### config.mk
export PLATFORM = sky130hd
export DESIGN_NAME = dtyp_hyp
export DESIGN_NICKNAME = d
export VERILOG_FILES = /design/src/hdl/dtyp_pkg.sv /design/src/hdl/dtyp_hyp.sv
export SDC_FILE = /design/constraint.sdc
export NUM_CORES = 2
export LEC_CHECK = 0
export BUFFER_PORTS_ARGS = -buffer_cell sky130_fd_sc_hd__buf_2
export CAP_MARGIN = 20
export CORE_ASPECT_RATIO = 0.8
export CORE_MARGIN = 2
export CORE_UTILIZATION = 45
export DETAILED_ROUTE_END_ITERATION = 10
export PLACE_DENSITY = 0.7
export SETUP_SLACK_MARGIN = 0.1
export SLEW_MARGIN = 10
export SYNTH_ARGS = -nofsm -noshare
export SYNTH_HDL_FRONTEND = slang
export SYNTH_SLANG_ARGS = --single-unit
### constraint.sdc
create_clock -name clk_i -period 11.73 [get_ports clk_i]
set_input_delay 3.519 -clock clk_i [delete_from_list [all_inputs] [get_ports clk_i]]
set_output_delay 3.519 -clock clk_i [all_outputs]
set_load 0.05 [all_outputs]
### src/hdl/dtyp_pkg.sv
// Shared constants, types and tables for the direction-to-yaw/pitch pipeline.
// No dependencies; every other file in hdl/ imports this package.
`default_nettype none

package dtyp_pkg;

  // Angle format and CORDIC depth
  localparam int ANGLE_ITERATIONS = 20;
  localparam int ANGLE_FRAC_BITS  = 16;
  localparam int TAB_FRAC         = 28;

  // Datapath widths
  localparam int IN_W    = 32;  // point coordinate
  localparam int DW      = 33;  // coordinate difference
  localparam int HALF_W  = 31;  // |dx|, |dz| after optional halving
  localparam int SQ_W    = 2 * HALF_W;
  localparam int SUM_W   = SQ_W + 1;
  localparam int WW      = 64;  // wide operand into the normalizer
  localparam int IDX_W   = $clog2(WW);
  localparam int HYP_W   = 32;  // integer square root result
  localparam int NW      = 41;  // normalized operand, |v| < 2^40
  localparam int XW      = 44;  // CORDIC x/y with gain headroom
  localparam int ZW      = 40;  // angle accumulator
  localparam int YAW_W   = 26;
  localparam int PITCH_W = 24;

  // Normalization targets
  localparam int NORM_MSB = 39;  // max magnitude lands in [2^39, 2^40)
  localparam int SUM_MSB  = 60;  // scaled sum of squares at least 2^60
  localparam int SCALE_W  = 5;   // power-of-four scale, at most 30

  // Pipeline latencies, in register stages
  localparam int SQ_ITERS   = HYP_W;
  localparam int LAT_HYP    = 5;
  localparam int LAT_SQRT   = SQ_ITERS;
  localparam int LAT_NORM   = 4;
  localparam int LAT_CORDIC = ANGLE_ITERATIONS + 1;
  localparam int LAT_PIPE   = 1 + LAT_HYP + LAT_SQRT + LAT_NORM + LAT_CORDIC;
  localparam int YAW_DELAY  = LAT_HYP + LAT_SQRT;

  typedef logic signed [ZW-1:0] angle_t;

  localparam int     RND_SH   = TAB_FRAC - ANGLE_FRAC_BITS;
  localparam angle_t RND_HALF = angle_t'(1) <<< (RND_SH - 1);
  localparam angle_t Z_POS90  = angle_t'(90) <<< TAB_FRAC;
  localparam angle_t Z_NEG90  = -(angle_t'(90) <<< TAB_FRAC);
  localparam angle_t DEG_P90  = angle_t'(90) <<< ANGLE_FRAC_BITS;
  localparam angle_t DEG_N90  = -(angle_t'(90) <<< ANGLE_FRAC_BITS);
  localparam angle_t DEG_P180 = angle_t'(180) <<< ANGLE_FRAC_BITS;
  localparam angle_t DEG_N180 = -(angle_t'(180) <<< ANGLE_FRAC_BITS);

  // Pre-rotation applied when the vector lies in the left half plane
  typedef enum logic [1:0] {
    QUAD_NONE,
    QUAD_POS90,
    QUAD_NEG90
  } quad_e;

  // Normalizer to CORDIC hand-off
  typedef struct packed {
    logic signed [NW-1:0] x;
    logic signed [NW-1:0] y;
    quad_e                quad;
    logic                 zero;
  } norm_t;

  // Position of the highest set bit (0 when v is zero)
  function automatic logic [IDX_W-1:0] msb_index(input logic [WW-1:0] v);
    logic [IDX_W-1:0] idx;
    idx = '0;
    for (int k = 0; k < WW; k++) begin
      if (v[k]) idx = IDX_W'(k);
    end
    return idx;
  endfunction

  // atan(2^-i) in degrees, Q28
  function automatic angle_t atan_q28(input logic [4:0] idx);
    angle_t a;
    case (idx)
      5'd0:  a = angle_t'(64'sd12079595520);
      5'd1:  a = angle_t'(64'sd7131001626);
      5'd2:  a = angle_t'(64'sd3767825416);
      5'd3:  a = angle_t'(64'sd1912607013);
      5'd4:  a = angle_t'(64'sd960014949);
      5'd5:  a = angle_t'(64'sd480475470);
      5'd6:  a = angle_t'(64'sd240296363);
      5'd7:  a = angle_t'(64'sd120155514);
      5'd8:  a = angle_t'(64'sd60078674);
      5'd9:  a = angle_t'(64'sd30039451);
      5'd10: a = angle_t'(64'sd15019740);
      5'd11: a = angle_t'(64'sd7509872);
      5'd12: a = angle_t'(64'sd3754936);
      5'd13: a = angle_t'(64'sd1877468);
      5'd14: a = angle_t'(64'sd938734);
      5'd15: a = angle_t'(64'sd469367);
      5'd16: a = angle_t'(64'sd234684);
      5'd17: a = angle_t'(64'sd117342);
      5'd18: a = angle_t'(64'sd58671);
      5'd19: a = angle_t'(64'sd29335);
      5'd20: a = angle_t'(64'sd14668);
      5'd21: a = angle_t'(64'sd7334);
      5'd22: a = angle_t'(64'sd3667);
      5'd23: a = angle_t'(64'sd1833);
      5'd24: a = angle_t'(64'sd917);
      5'd25: a = angle_t'(64'sd458);
      5'd26: a = angle_t'(64'sd229);
      5'd27: a = angle_t'(64'sd115);
      5'd28: a = angle_t'(64'sd57);
      5'd29: a = angle_t'(64'sd29);
      5'd30: a = angle_t'(64'sd14);
      default: a = angle_t'(64'sd7);
    endcase
    return a;
  endfunction

endpackage

`default_nettype wire

### src/hdl/dtyp_hyp.sv
// Horizontal length prep: |dx|,|dz| halving, squares, sum and power-of-four scaling.
// Five register stages; depends on dtyp_pkg.
`default_nettype none

module dtyp_hyp import dtyp_pkg::*; (
  input  logic                 clk_i,
  input  logic                 en_i,
  input  logic signed [DW-1:0] dx_i,
  input  logic signed [DW-1:0] dy_i,
  input  logic signed [DW-1:0] dz_i,
  output logic        [WW-1:0] sum_o,
  output logic signed [WW-1:0] vy_o
);

  // stage 1: magnitudes, halve when either reaches 2^31
  logic [DW-1:0] ax, az, ax_h, az_h;
  logic          halve;
  logic [HALF_W-1:0] ax1_q, az1_q;
  logic signed [DW-1:0] dy1_q;

  assign ax    = dx_i[DW-1] ? -dx_i : dx_i;
  assign az    = dz_i[DW-1] ? -dz_i : dz_i;
  assign halve = (|ax[DW-1:HALF_W]) | (|az[DW-1:HALF_W]);
  assign ax_h  = halve ? (ax >> 1) : ax;
  assign az_h  = halve ? (az >> 1) : az;

  always_ff @(posedge clk_i) begin
    if (en_i) begin
      ax1_q <= ax_h[HALF_W-1:0];
      az1_q <= az_h[HALF_W-1:0];
      dy1_q <= halve ? (dy_i >>> 1) : dy_i;
    end
  end

  // stage 2: squares
  logic [SQ_W-1:0]      sqx2_q, sqz2_q;
  logic signed [DW-1:0] dy2_q;

  always_ff @(posedge clk_i) begin
    if (en_i) begin
      sqx2_q <= ax1_q * ax1_q;
      sqz2_q <= az1_q * az1_q;
      dy2_q  <= dy1_q;
    end
  end

  // stage 3: sum of squares
  logic [SUM_W-1:0]     sum3_q;
  logic signed [DW-1:0] dy3_q;

  always_ff @(posedge clk_i) begin
    if (en_i) begin
      sum3_q <= SUM_W'(sqx2_q) + SUM_W'(sqz2_q);
      dy3_q  <= dy2_q;
    end
  end

  // stage 4: smallest j with sum * 4^j >= 2^60
  logic [IDX_W-1:0]   msb;
  logic [IDX_W:0]     jt;
  logic [SCALE_W-1:0] scale;
  logic [SUM_W-1:0]     sum4_q;
  logic signed [DW-1:0] dy4_q;
  logic [SCALE_W-1:0]   scale4_q;

  assign msb   = msb_index(WW'(sum3_q));
  assign jt    = (IDX_W+1)'(SUM_MSB + 1) - (IDX_W+1)'(msb);
  assign scale = ((sum3_q == '0) || (msb >= IDX_W'(SUM_MSB))) ? '0 : jt[SCALE_W:1];

  always_ff @(posedge clk_i) begin
    if (en_i) begin
      sum4_q   <= sum3_q;
      dy4_q    <= dy3_q;
      scale4_q <= scale;
    end
  end

  // stage 5: apply the scale to the sum and to dy
  logic        [WW-1:0] sum5_q;
  logic signed [WW-1:0] vy5_q;

  always_ff @(posedge clk_i) begin
    if (en_i) begin
      sum5_q <= WW'(sum4_q) << {scale4_q, 1'b0};
      vy5_q  <= WW'(dy4_q) <<< scale4_q;
    end
  end

  assign sum_o = sum5_q;
  assign vy_o  = vy5_q;

endmodule

`default_nettype wire

==> flow_metrics.tcl <==
set metrics [dict create \
    initial_core_util_pct 45.2 \
    worst_pin_slew_ns 0.989 \
    ios 229 \
    cts_resized 0 \
    ys_seq_elements 575 \
    grt_usage_pct 22.9 \
    syn-num-nets 10200 \
    clock_tree.root_cell "clkbuf_16" \
    rows 140 \
    coreArea_um2 182000 \
    grt_max_degree 170 \
    grt_antenna_before_repair 7 \
    crit_path_end_kind "flip-flop" \
    gp_congestion 0.959 \
    rsz0062_at_grt "false" \
    period_needed_ns 9.45 \
    grt_pass1_vias 60200 \
    cts_tree "done" \
    fin_nets 10300 \
    grt_pass1_wl_um 332000 \
    synth_ff_type "edfxtp_1" \
    r2r_end "sqx2_q[58]$_DFFE_PP_" \
    post-route-period-util_pct 80.5 \
    clock_path_buffers 3 \
    die_area_um2 186000 \
    status "finished clean" \
    die_h_um 386 \
    fin_ws_ns 2.28 \
    hpwlAfterDp_um 166000 \
    drive_above_1_share_pct 6.51 \
    dr.pass1.iters 6 \
    synth_cells 8028 \
    avgViaCountPerCell 5.32 \
    r2r-start "ax1_q[7]$_DFFE_PP_" \
    drv_cap 0 \
    reg2reg_depth 25 \
    num-fill-cells 16200 \
    port_buffers 228 \
    cts-hold-fix-buffers 0 \
    postRouteAntennaNets 0 \
    wl_um 207000 \
    maxSlewViolCount 0 \
    setup_tns_ns 0 \
    synth_top_area_share_pct 36.6 \
    cts_setup_buffers 0 \
    setup_viol 0 \
    yosysTopAreaCell "fa_1" \
    required_ns 12.25 \
    areaGrowthSynthToFinish_pct 7.28 \
    wire_per_inst_um 19.6 \
    min_to "dy4_q[4]$_DFFE_PP_" \
    hp-start "dy3_q[4]$_DFFE_PP_" \
    crit_arrival_ns 9.97 \
    drc 0 \
    syn_area_per_cell_um2 10.2 \
    clock_skew_ns 0.0427 \
    clk_pin_slew_worst_paths_ns 0.06 \
    critPathLaunchType "flip-flop" \
    synth-edff-count 575 \
    insertion_delay_ns 0.67 \
    timing.setup.critical_path_class "reg -> reg" \
    yosys.cell_types.count 80 \
    async_reset_ff_share_pct 0 \
    ys_seq_area_share_pct 21.0 \
    cts_made_buffers 67 \
    yosys_warnings 0 \
    vias 56300 \
    final_area_um2 88100 \
    netlist_top_cells_area "fa_1 37%, edfxtp_1 21%, ha_1 8.9%" \
    drt_iter0_drc 4731 \
    min_delay_path_depth 0 \
    hold_viol_final 0 \
    h-tree-depth 3 \
    grt.overflow.total 0 \
    place_area_um2 85900 \
    cts_sinks 575 \
    crit_path_max_fanout 24 \
    clock.fmax_mhz 106 \
    slew_headroom_pct 34.0 \
    synth_area_um2 82100 \
    rrSetupSlack_ns 2.28 \
    preCtsSetupSlack_ns 2.25 \
    die_x_um 482 \
    hold_class "reg -> reg" \
]
## metrics by stage
step / hold WS, ns / util, % / cells
CTS: 0.414 / 48.5 / 10600
global route: 0.423 / 48.5 / 10600
detailed placement: 0.405 / 47.3 / 10500
global placement: 0.404 / 47.3 / 10500
floorplan: 0.400 / - / 8028
finish: 0.414 / 48.5 / 10600
## worst max-delay path, stage by stage, from the launching register on
cell	delay, ns
edfxtp_1	0.31
buf_4	0.33
clkinv_1	0.53
nor2_1	0.39
ha_1	0.30
xnor2_1	0.16
fa_1	0.44
fa_1	0.50
fa_1	0.43
fa_1	0.52
inv_1	0.06
fa_1	0.55
fa_1	0.42
fa_1	0.49
inv_1	0.04
ha_1	0.38
a2111oi_0	0.83
o211ai_1	0.36
a21oi_1	0.63
o31ai_1	0.17
buf_4	0.19
a21boi_0	0.33
a311o_1	0.30
a21oi_1	0.13
or4_1	0.42
nand4_1	0.10
## placed cells by master, fill, tap and decap left out, types with 12 or more instances in the layout
cell,n
a221oi_1,13
o31ai_1,33
clkbuf_16,67
and2_1,391
o211ai_1,16
mux2i_1,157
nand4_1,19
mux2_2,26
nand2b_1,26
o22ai_1,18
nor4_1,19
a211oi_1,39
o21bai_1,32
or4_1,12
a21oi_1,254
mux4_2,51
ha_1,586
buf_2,228
xnor2_1,152
o21a_1,40
clkinv_1,24
fa_1,1501
or2_2,16
a21o_1,95
a31oi_1,22
nor2b_1,49
nand3_1,44
or3_1,19
edfxtp_1,575
o21ai_0,180
nand2_1,797
nor2_1,338
xor2_1,87
and3_1,32
nor3_1,49
buf_4,80
inv_1,1902
## flip-flops by register name (all words and copies together) (netlist names)
signal    count
ax1_q        31
az1_q        31
dy1_q        33
dy2_q        33
dy3_q        33
dy4_q        33
scale4_q      5
sqx2_q       61
sqz2_q       61
sum3_q       63
sum4_q       63
sum_o        64
vy_o         64
## cell usage after synthesis, types with 49 or more instances
| master | count |
|---|---|
| mux4_2 | 51 |
| fa_1 | 1501 |
| a21o_1 | 95 |
| xnor2_1 | 152 |
| o21ai_0 | 180 |
| xor2_1 | 87 |
| clkbuf_1 | 255 |
| a21oi_1 | 254 |
| nand2_1 | 797 |
| nor2_1 | 338 |
| nor2b_1 | 49 |
| edfxtp_1 | 575 |
| mux2i_1 | 157 |
| nor3_1 | 49 |
| and2_1 | 391 |
| ha_1 | 586 |
| inv_1 | 1902 |
## kinds of logic (layout without fill, tap and decap cells)
group | count (synthesis) | count (layout) | share of synthesized area, %
buffers and inverters | 2206 | 2352 | 10.1
adders and majority gates | 2087 | 2087 | 45.5
and+or+nand+nor | 1839 | 1839 | 10.5
AOI/OAI and AO/OA | 847 | 847 | 6.57
DFF | 575 | 575 | 21.0
xor gates and xnor gates | 239 | 239 | 2.55
muxes | 235 | 235 | 3.69
other | 0 | 2 | 0
## routing by layer
layer | GRT usage (%) | wire length (um) | share of wire, %
met5 | 0 | 31 | 0.015
met4 | 7.29 | 6820 | 3.3
met3 | 5.02 | 19400 | 9.3
met2 | 36.4 | 95500 | 46
met1 | 31.2 | 85600 | 41
## final cells by class
cell class | count | area, um^2 | area share (%)
clock inverters | 43 | 505 | 0.574
flip-flops and latches | 575 | 17300 | 19.6
clock buffers | 75 | 1710 | 1.94
inverters | 1922 | 7210 | 8.19
diodes | 2 | 5.00 | 0.00568
well taps | 2414 | 3020 | 3.43
multi-input cells | 5247 | 56600 | 64.2
repair buffers | 312 | 1820 | 2.07
## worst max-delay path by stage
| stage | startpoint | endpoint | slack [ns] | cells past startpoint |
|---|---|---|---|---|
| after global placement | dx_i[9] | az1_q[4]$_DFFE_PP_ | 2.35 | 10 |
| after floorplan | az1_q[17]$_DFFE_PP_ | sqz2_q[59]$_DFFE_PP_ | 3.75 | 29 |
| final | ax1_q[7]$_DFFE_PP_ | sqx2_q[58]$_DFFE_PP_ | 2.28 | 25 |
| after CTS | ax1_q[12]$_DFFE_PP_ | sqx2_q[58]$_DFFE_PP_ | 2.42 | 24 |
| after detailed placement | dx_i[9] | az1_q[4]$_DFFE_PP_ | 2.25 | 10 |
| after global routing | ax1_q[7]$_DFFE_PP_ | sqx2_q[60]$_DFFE_PP_ | 1.88 | 25 |
Power is left out: the tool's default activity adds up to more than one toggle a clock period on the data nets, which glitch-free logic cannot reach.
