`src/hdl/dtyp_pkg.sv`:
```
// Shared constants, types and tables for the direction-to-yaw/pitch pipeline.
// No dependencies; every other file in hdl/ imports this package.
`default_nettype none

package dtyp_pkg;

  // Angle format and CORDIC depth
  localparam int ANGLE_ITERATIONS = 20;
  localparam int ANGLE_FRAC_BITS  = 16;
  localparam int TAB_FRAC         = 28;

  // Datapath widths
  localparam int IN_W    = 32;  // point coordinate
  localparam int DW      = 33;  // coordinate difference
  localparam int HALF_W  = 31;  // |dx|, |dz| after optional halving
  localparam int SQ_W    = 2 * HALF_W;
  localparam int SUM_W   = SQ_W + 1;
  localparam int WW      = 64;  // wide operand into the normalizer
  localparam int IDX_W   = $clog2(WW);
  localparam int HYP_W   = 32;  // integer square root result
  localparam int NW      = 41;  // normalized operand, |v| < 2^40
  localparam int XW      = 44;  // CORDIC x/y with gain headroom
  localparam int ZW      = 40;  // angle accumulator
  localparam int YAW_W   = 26;
  localparam int PITCH_W = 24;

  // Normalization targets
  localparam int NORM_MSB = 39;  // max magnitude lands in [2^39, 2^40)
  localparam int SUM_MSB  = 60;  // scaled sum of squares at least 2^60
  localparam int SCALE_W  = 5;   // power-of-four scale, at most 30

  // Pipeline latencies, in register stages
  localparam int SQ_ITERS   = HYP_W;
  localparam int LAT_HYP    = 5;
  localparam int LAT_SQRT   = SQ_ITERS;
  localparam int LAT_NORM   = 4;
  localparam int LAT_CORDIC = ANGLE_ITERATIONS + 1;
  localparam int LAT_PIPE   = 1 + LAT_HYP + LAT_SQRT + LAT_NORM + LAT_CORDIC;
  localparam int YAW_DELAY  = LAT_HYP + LAT_SQRT;

  typedef logic signed [ZW-1:0] angle_t;

  localparam int     RND_SH   = TAB_FRAC - ANGLE_FRAC_BITS;
  localparam angle_t RND_HALF = angle_t'(1) <<< (RND_SH - 1);
  localparam angle_t Z_POS90  = angle_t'(90) <<< TAB_FRAC;
  localparam angle_t Z_NEG90  = -(angle_t'(90) <<< TAB_FRAC);
  localparam angle_t DEG_P90  = angle_t'(90) <<< ANGLE_FRAC_BITS;
  localparam angle_t DEG_N90  = -(angle_t'(90) <<< ANGLE_FRAC_BITS);
  localparam angle_t DEG_P180 = angle_t'(180) <<< ANGLE_FRAC_BITS;
  localparam angle_t DEG_N180 = -(angle_t'(180) <<< ANGLE_FRAC_BITS);

  // Pre-rotation applied when the vector lies in the left half plane
  typedef enum logic [1:0] {
    QUAD_NONE,
    QUAD_POS90,
    QUAD_NEG90
  } quad_e;

  // Normalizer to CORDIC hand-off
  typedef struct packed {
    logic signed [NW-1:0] x;
    logic signed [NW-1:0] y;
    quad_e                quad;
    logic                 zero;
  } norm_t;

  // Position of the highest set bit (0 when v is zero)
  function automatic logic [IDX_W-1:0] msb_index(input logic [WW-1:0] v);
    logic [IDX_W-1:0] idx;
    idx = '0;
    for (int k = 0; k < WW; k++) begin
      if (v[k]) idx = IDX_W'(k);
    end
    return idx;
  endfunction

  // atan(2^-i) in degrees, Q28
  function automatic angle_t atan_q28(input logic [4:0] idx);
    angle_t a;
    case (idx)
      5'd0:  a = angle_t'(64'sd12079595520);
      5'd1:  a = angle_t'(64'sd7131001626);
      5'd2:  a = angle_t'(64'sd3767825416);
      5'd3:  a = angle_t'(64'sd1912607013);
      5'd4:  a = angle_t'(64'sd960014949);
      5'd5:  a = angle_t'(64'sd480475470);
      5'd6:  a = angle_t'(64'sd240296363);
      5'd7:  a = angle_t'(64'sd120155514);
      5'd8:  a = angle_t'(64'sd60078674);
      5'd9:  a = angle_t'(64'sd30039451);
      5'd10: a = angle_t'(64'sd15019740);
      5'd11: a = angle_t'(64'sd7509872);
      5'd12: a = angle_t'(64'sd3754936);
      5'd13: a = angle_t'(64'sd1877468);
      5'd14: a = angle_t'(64'sd938734);
      5'd15: a = angle_t'(64'sd469367);
      5'd16: a = angle_t'(64'sd234684);
      5'd17: a = angle_t'(64'sd117342);
      5'd18: a = angle_t'(64'sd58671);
      5'd19: a = angle_t'(64'sd29335);
      5'd20: a = angle_t'(64'sd14668);
      5'd21: a = angle_t'(64'sd7334);
      5'd22: a = angle_t'(64'sd3667);
      5'd23: a = angle_t'(64'sd1833);
      5'd24: a = angle_t'(64'sd917);
      5'd25: a = angle_t'(64'sd458);
      5'd26: a = angle_t'(64'sd229);
      5'd27: a = angle_t'(64'sd115);
      5'd28: a = angle_t'(64'sd57);
      5'd29: a = angle_t'(64'sd29);
      5'd30: a = angle_t'(64'sd14);
      default: a = angle_t'(64'sd7);
    endcase
    return a;
  endfunction

endpackage

`default_nettype wire

```
`src/hdl/dtyp_norm.sv`:
```
// Operand normalizer ahead of the CORDIC: scale so max |x|,|y| is in [2^39, 2^40),
// then fold the left half plane by +/-90 degrees. Four stages; depends on dtyp_pkg.
`default_nettype none

module dtyp_norm import dtyp_pkg::*; (
  input  logic                 clk_i,
  input  logic                 en_i,
  input  logic signed [WW-1:0] x_i,
  input  logic signed [WW-1:0] y_i,
  output norm_t                norm_o
);

  localparam logic signed [NW-1:0] NW_MIN = {1'b1, {(NW-1){1'b0}}};

  // stage 1: larger magnitude, zero detect
  logic [WW-1:0] mx, my;
  logic signed [WW-1:0] x1_q, y1_q;
  logic [WW-1:0]        m1_q;
  logic                 zero1_q;

  assign mx = x_i[WW-1] ? -x_i : x_i;
  assign my = y_i[WW-1] ? -y_i : y_i;

  always_ff @(posedge clk_i) begin
    if (en_i) begin
      x1_q    <= x_i;
      y1_q    <= y_i;
      m1_q    <= (mx > my) ? mx : my;
      zero1_q <= (x_i == '0) && (y_i == '0);
    end
  end

  // stage 2: leading one position
  logic signed [WW-1:0] x2_q, y2_q;
  logic [IDX_W-1:0]     p2_q;
  logic                 zero2_q;

  always_ff @(posedge clk_i) begin
    if (en_i) begin
      x2_q    <= x1_q;
      y2_q    <= y1_q;
      p2_q    <= msb_index(m1_q);
      zero2_q <= zero1_q;
    end
  end

  // stage 3: grow exactly or shrink with flooring shifts
  logic                 grow;
  logic [IDX_W-1:0]     lsh, rsh;
  logic signed [WW-1:0] xw, yw;
  logic signed [NW-1:0] x3_q, y3_q;
  logic                 zero3_q;

  assign grow = (p2_q <= IDX_W'(NORM_MSB));
  assign lsh  = IDX_W'(NORM_MSB) - p2_q;
  assign rsh  = p2_q - IDX_W'(NORM_MSB);
  assign xw   = grow ? (x2_q <<< lsh) : (x2_q >>> rsh);
  assign yw   = grow ? (y2_q <<< lsh) : (y2_q >>> rsh);

  always_ff @(posedge clk_i) begin
    if (en_i) begin
      x3_q    <= NW'(xw);
      y3_q    <= NW'(yw);
      zero3_q <= zero2_q;
    end
  end

  // stage 4: a floored negative can land on -2^40, take one more shift; then fold
  logic                 fix;
  logic signed [NW-1:0] xc, yc, xf, yf;
  quad_e                quad;
  norm_t                norm_q;

  assign fix = (x3_q == NW_MIN) || (y3_q == NW_MIN);
  assign xc  = fix ? (x3_q >>> 1) : x3_q;
  assign yc  = fix ? (y3_q >>> 1) : y3_q;

  always_comb begin
    xf   = xc;
    yf   = yc;
    quad = QUAD_NONE;
    if (xc[NW-1]) begin
      if (!yc[NW-1]) begin
        xf   = yc;
        yf   = -xc;
        quad = QUAD_POS90;
      end else begin
        xf   = -yc;
        yf   = xc;
        quad = QUAD_NEG90;
      end
    end
  end

  always_ff @(posedge clk_i) begin
    if (en_i) begin
      norm_q <= '{x: xf, y: yf, quad: quad, zero: zero3_q};
    end
  end

  assign norm_o = norm_q;

endmodule

`default_nettype wire

```
`config.mk`:
```
export PLATFORM = sky130hd
export DESIGN_NAME = dtyp_norm
export DESIGN_NICKNAME = d
export VERILOG_FILES = /design/src/hdl/dtyp_pkg.sv /design/src/hdl/dtyp_norm.sv
export SDC_FILE = /design/constraint.sdc
export NUM_CORES = 2
export LEC_CHECK = 0
export BUFFER_PORTS_ARGS = -buffer_cell sky130_fd_sc_hd__buf_4
export CORE_MARGIN = 10
export CORE_UTILIZATION = 53
export DETAILED_ROUTE_END_ITERATION = 10
export GPL_TIMING_DRIVEN = 1
export PLACE_DENSITY = 0.86
export SYNTH_ARGS = -nofsm -noshare
export SYNTH_HDL_FRONTEND = slang
export SYNTH_SLANG_ARGS = --single-unit
```
`constraint.sdc`:
```
create_clock -name clk_i -period 5.1 [get_ports clk_i]
set_input_delay 0.51 -clock clk_i [delete_from_list [all_inputs] [get_ports clk_i]]
set_output_delay 0.51 -clock clk_i [all_outputs]
set_load 0.03 [all_outputs]
```
==> impl_metrics.env <==
export IMPL_status="finished clean"
export IMPL_synth_area_leaders="edfxtp_1 (40%), mux4_2 (9.4%), mux2i_1 (7.4%)"
export IMPL_clockBufferDepth=3
export IMPL_p_sw_frac=0.3788
export IMPL_reg2reg_slack_ns=0.21
export IMPL_yosys_cell_types_count=90
export IMPL_die_w_um=285.3
export IMPL_cp_end_kind="flip-flop"
export IMPL_drtPass1Iterations=9
export IMPL_hold_path_cell_count=1
export IMPL_die_area_mm2=0.08138
export IMPL_max_stage_delay_ns=0.55
export IMPL_die_h_um=285.3
export IMPL_antenna_found_initial=4
export IMPL_power_density_mw_per_mm2=352.5
export IMPL_r2r_start="y3_q[32]$_DFFE_PP_"
export IMPL_p_int_w=0.009476
export IMPL_drive_gt1_frac=0.2056
export IMPL_leakage_nw=16.68
export IMPL_rr_endpoint="norm_o[70]$_DFFE_PP_"
export IMPL_crit_family="simple AND/OR/NAND/NOR gates"
export IMPL_avgSynthCellArea_um2=9.828
export IMPL_maxCapViolations=0
export IMPL_area_growth_pct=16.01
export IMPL_p_clk_frac=0.246
export IMPL_core_area_mm2=0.06991
export IMPL_clock_sinks=495
export IMPL_ys_seq_elements=495
export IMPL_io_pins=215
export IMPL_worstRegToRegCells=14
export IMPL_async_flop_share=0
export IMPL_htreeDepth=2
export IMPL_total_power_w=0.01525
export IMPL_finish_utilization=0.6189
export IMPL_power_net_switching_w=0.005778
export IMPL_critPathBufInv=3
export IMPL_irDropWorstVdd_mv=0.2778
export IMPL_crit_arrival_ns=5.47
export IMPL_synth_warnings=0
export IMPL_drc=0
export IMPL_synth_edf_count=495
export IMPL_wl_um=135100
export IMPL_dpl_hpwl_um=100200
export IMPL_crit_fanout=12
export IMPL_synthCells=3795
export IMPL_start_kind="primary input"
export IMPL_vias=33972
export IMPL_synth_top_area_frac=0.3986
export IMPL_period_minus_slack_ns=5.030
export IMPL_tightest_slew_ns=1.312
export IMPL_skew_ns=0.02852
export IMPL_drtAntennaViolNets=0
export IMPL_grt_pass1_vias=31776
export IMPL_first_iter_violations=5726
export IMPL_insertion_delay_ns=0.63
export IMPL_hold_viol=0
export IMPL_ys_seq_area_frac=0.3986
export IMPL_grt_overflow_total=0
export IMPL_worstHoldPathType="primary input to flip-flop"
export IMPL_cts_tree="done"
export IMPL_finalSetupViolCount=0
export IMPL_grt_pass1_wl_um=199000
export IMPL_synth_top_area_cell="edfxtp_1"
export IMPL_cts_buffers=51
export IMPL_row_count=97
export IMPL_synth_main_ff_cell="edfxtp_1"
export IMPL_p_comb_frac=0.391
export IMPL_vias_per_cell=6.766
export IMPL_clk_pin_slew_ns=0.06
export IMPL_dp_worst_setup_slack_ns=-0.5994
export IMPL_wl_per_cell_um=26.91
export IMPL_holdCritStartpoint="x_i[4]"
export IMPL_setup_ws_ns=0.07010
export IMPL_netlist_area_mm2=0.03730
export IMPL_crit_type="primary input to flip-flop"
export IMPL_cp_data_required_time_ns=5.54
export IMPL_timing_final_crit_share=0.9863
export IMPL_slew_headroom=0.1185
export IMPL_slew_viol_final=0
export IMPL_initial_core_util=0.5335
export IMPL_grt_max_degree=137
export IMPL_root_buffer="clkbuf_16"
export IMPL_share_seq_of_total_power=0.362
export IMPL_track_usage=0.3167
export IMPL_fin_nets=4240
export IMPL_place_congestion=1.112
export IMPL_syn_num_nets=3995
export IMPL_io_buffers=214
export IMPL_crit_path_cell_trace="buf_4, or4_4, or4b_4, or4_4, nand2b_4, or4_1, o31ai_2, xor2_1, ha_1, a21o_1, a21o_1, a21oi_1, o221ai_1, o221ai_2, a21oi_2, a21oi_4, buf_12, buf_12, mux2i_2"
export IMPL_max_clock_freq_ghz=0.1988
export IMPL_min_delay_worst_endpoint="x1_q[4]$_DFFE_PP_"
export IMPL_cts_hold_buf=0
export IMPL_cp_slowest_cell="or4_4"
[logic make-up after synthesis]
| logic type | synth area share |
|---|---|
| XOR/XNOR | 0.04415 |
| multiplexers | 0.1789 |
| AND/OR/NAND/NOR | 0.1423 |
| AO/OA/AOI/OAI | 0.1731 |
| buffers and inverters | 0.03952 |
| flip-flops | 0.3986 |
| adder cells (fa/ha/maj) | 0.02348 |
[what timing repair did]
action | 4_1_cts | 5_1_grt
pin swaps | 0 | 18
endpoints found under the setup margin | 1 | 68
hold endpoints to repair | 0 | 0
setup buffers | 0 | 9
gates cloned | 0 | 2
gates resized for setup | 2 | 38
[how the worst max path moves through the flow]
stage                        from            endpoint  slack, ns  cells past startpoint
final                     y_i[22]  m1_q[48]$_DFFE_PP_       0.07                     19
after global routing      y_i[22]  m1_q[48]$_DFFE_PP_       -0.1                     22
after global placement    y_i[12]   m1_q[2]$_DFFE_PP_      -0.51                     22
after floorplan           x_i[28]   m1_q[2]$_DFFE_PP_      0.006                     18
after detailed placement  y_i[22]   m1_q[2]$_DFFE_PP_      -0.60                     22
after CTS                 x_i[28]   m1_q[6]$_DFFE_PP_       0.05                     20
[state kept, by name, summed over array words and instances (netlist names)]
signal,cells
x2_q,64
zero1_q,1
norm_o,85
x3_q,41
y1_q,64
y3_q,41
x1_q,64
y2_q,64
zero2_q,1
p2_q,6
zero3_q,1
m1_q,63
[Yosys cell counts (all sizes together) (6+ instances only)]
cell type    n
nand2      556
edfxtp     495
a21oi      288
mux2i      275
nor2       271
o21ai      249
clkbuf     206
mux4       156
xor2       122
inv         91
a211oi      80
nand3       79
buf         78
ha          70
xnor2       66
nor3        53
o211ai      51
o22ai       47
a31oi       46
o31ai       44
mux2        36
nor4        33
or3         33
or4         31
a21o        26
nand4       25
a21boi      23
and2        19
o41ai       18
or2         18
nand2b      17
nor2b       17
o221ai      13
o32ai       13
o21a        12
a211o       11
and3        11
a2111oi      9
o31a         9
a22o         8
nand3b       7
a311oi       6
o21bai       6
[power groups by stage]
stage / clock [W] / combinational, W / sequential [W]
final: 0.00376 / 0.00597 / 0.00552
after detailed placement: 0 / 0.00563 / 0.00557
after CTS: 0.00379 / 0.00567 / 0.00550
after global placement: 0 / 0.00556 / 0.00554
after floorplan: 0 / 0.00347 / 0.00560
after global routing: 0.00394 / 0.00629 / 0.00556
[worst register-to-register path, delay by kind of cell, from the launching register on]
| family | cells | cell delay [ns] |
|---|---|---|
| flops | 1 | 0.44 |
| buf+inv | 1 | 0.21 |
| mux | 1 | 0.24 |
| fa+ha+maj | 1 | 0.22 |
| simple gates | 6 | 2.30 |
| compound gates | 4 | 1.11 |
| xor+xnor | 1 | 0.11 |
[through the flow]
stage	instances	hold slack (ns)	cell area (um2)	TNS (ns)
detailed placement	4915	0.4045	41280	-31.75
floorplan	3795	0.4003	37380	0
finish	5021	0.09681	43270	0
CTS	5008	0.08457	42960	0
global placement	4915	0.4007	41280	-25.17
global route	5020	0.08464	43270	-0.7568
[per-layer routing]
metal	GRT usage	up-vias	routed length [um]
met5	0	-	13
li1	-	14925	-
met1	0.4004	15913	49000
met4	0.1803	2	9455
met2	0.5075	2595	62510
met3	0.05806	537	14130
[area by class of cell]
cell class	count	area, um2
repair buffers	476	3904
clock inverters	34	347.8
fillers	5676	26640
inverters	94	352.8
multi-input cells	2922	21290
flip-flops and latches	495	14860
diodes	1	2.502
clock buffers	59	1328
well taps	940	1176
[placed cells by master (no fill, tap or decap), drive strengths merged, types with 79 or more instances in the layout]
cell	count
nand2	556
edfxtp	495
buf	474
a21oi	288
mux2i	275
nor2	271
o21ai	249
mux4	156
xor2	122
inv	98
a211oi	80
nand3	79
Note: power is estimated with default switching activity, not from simulation.
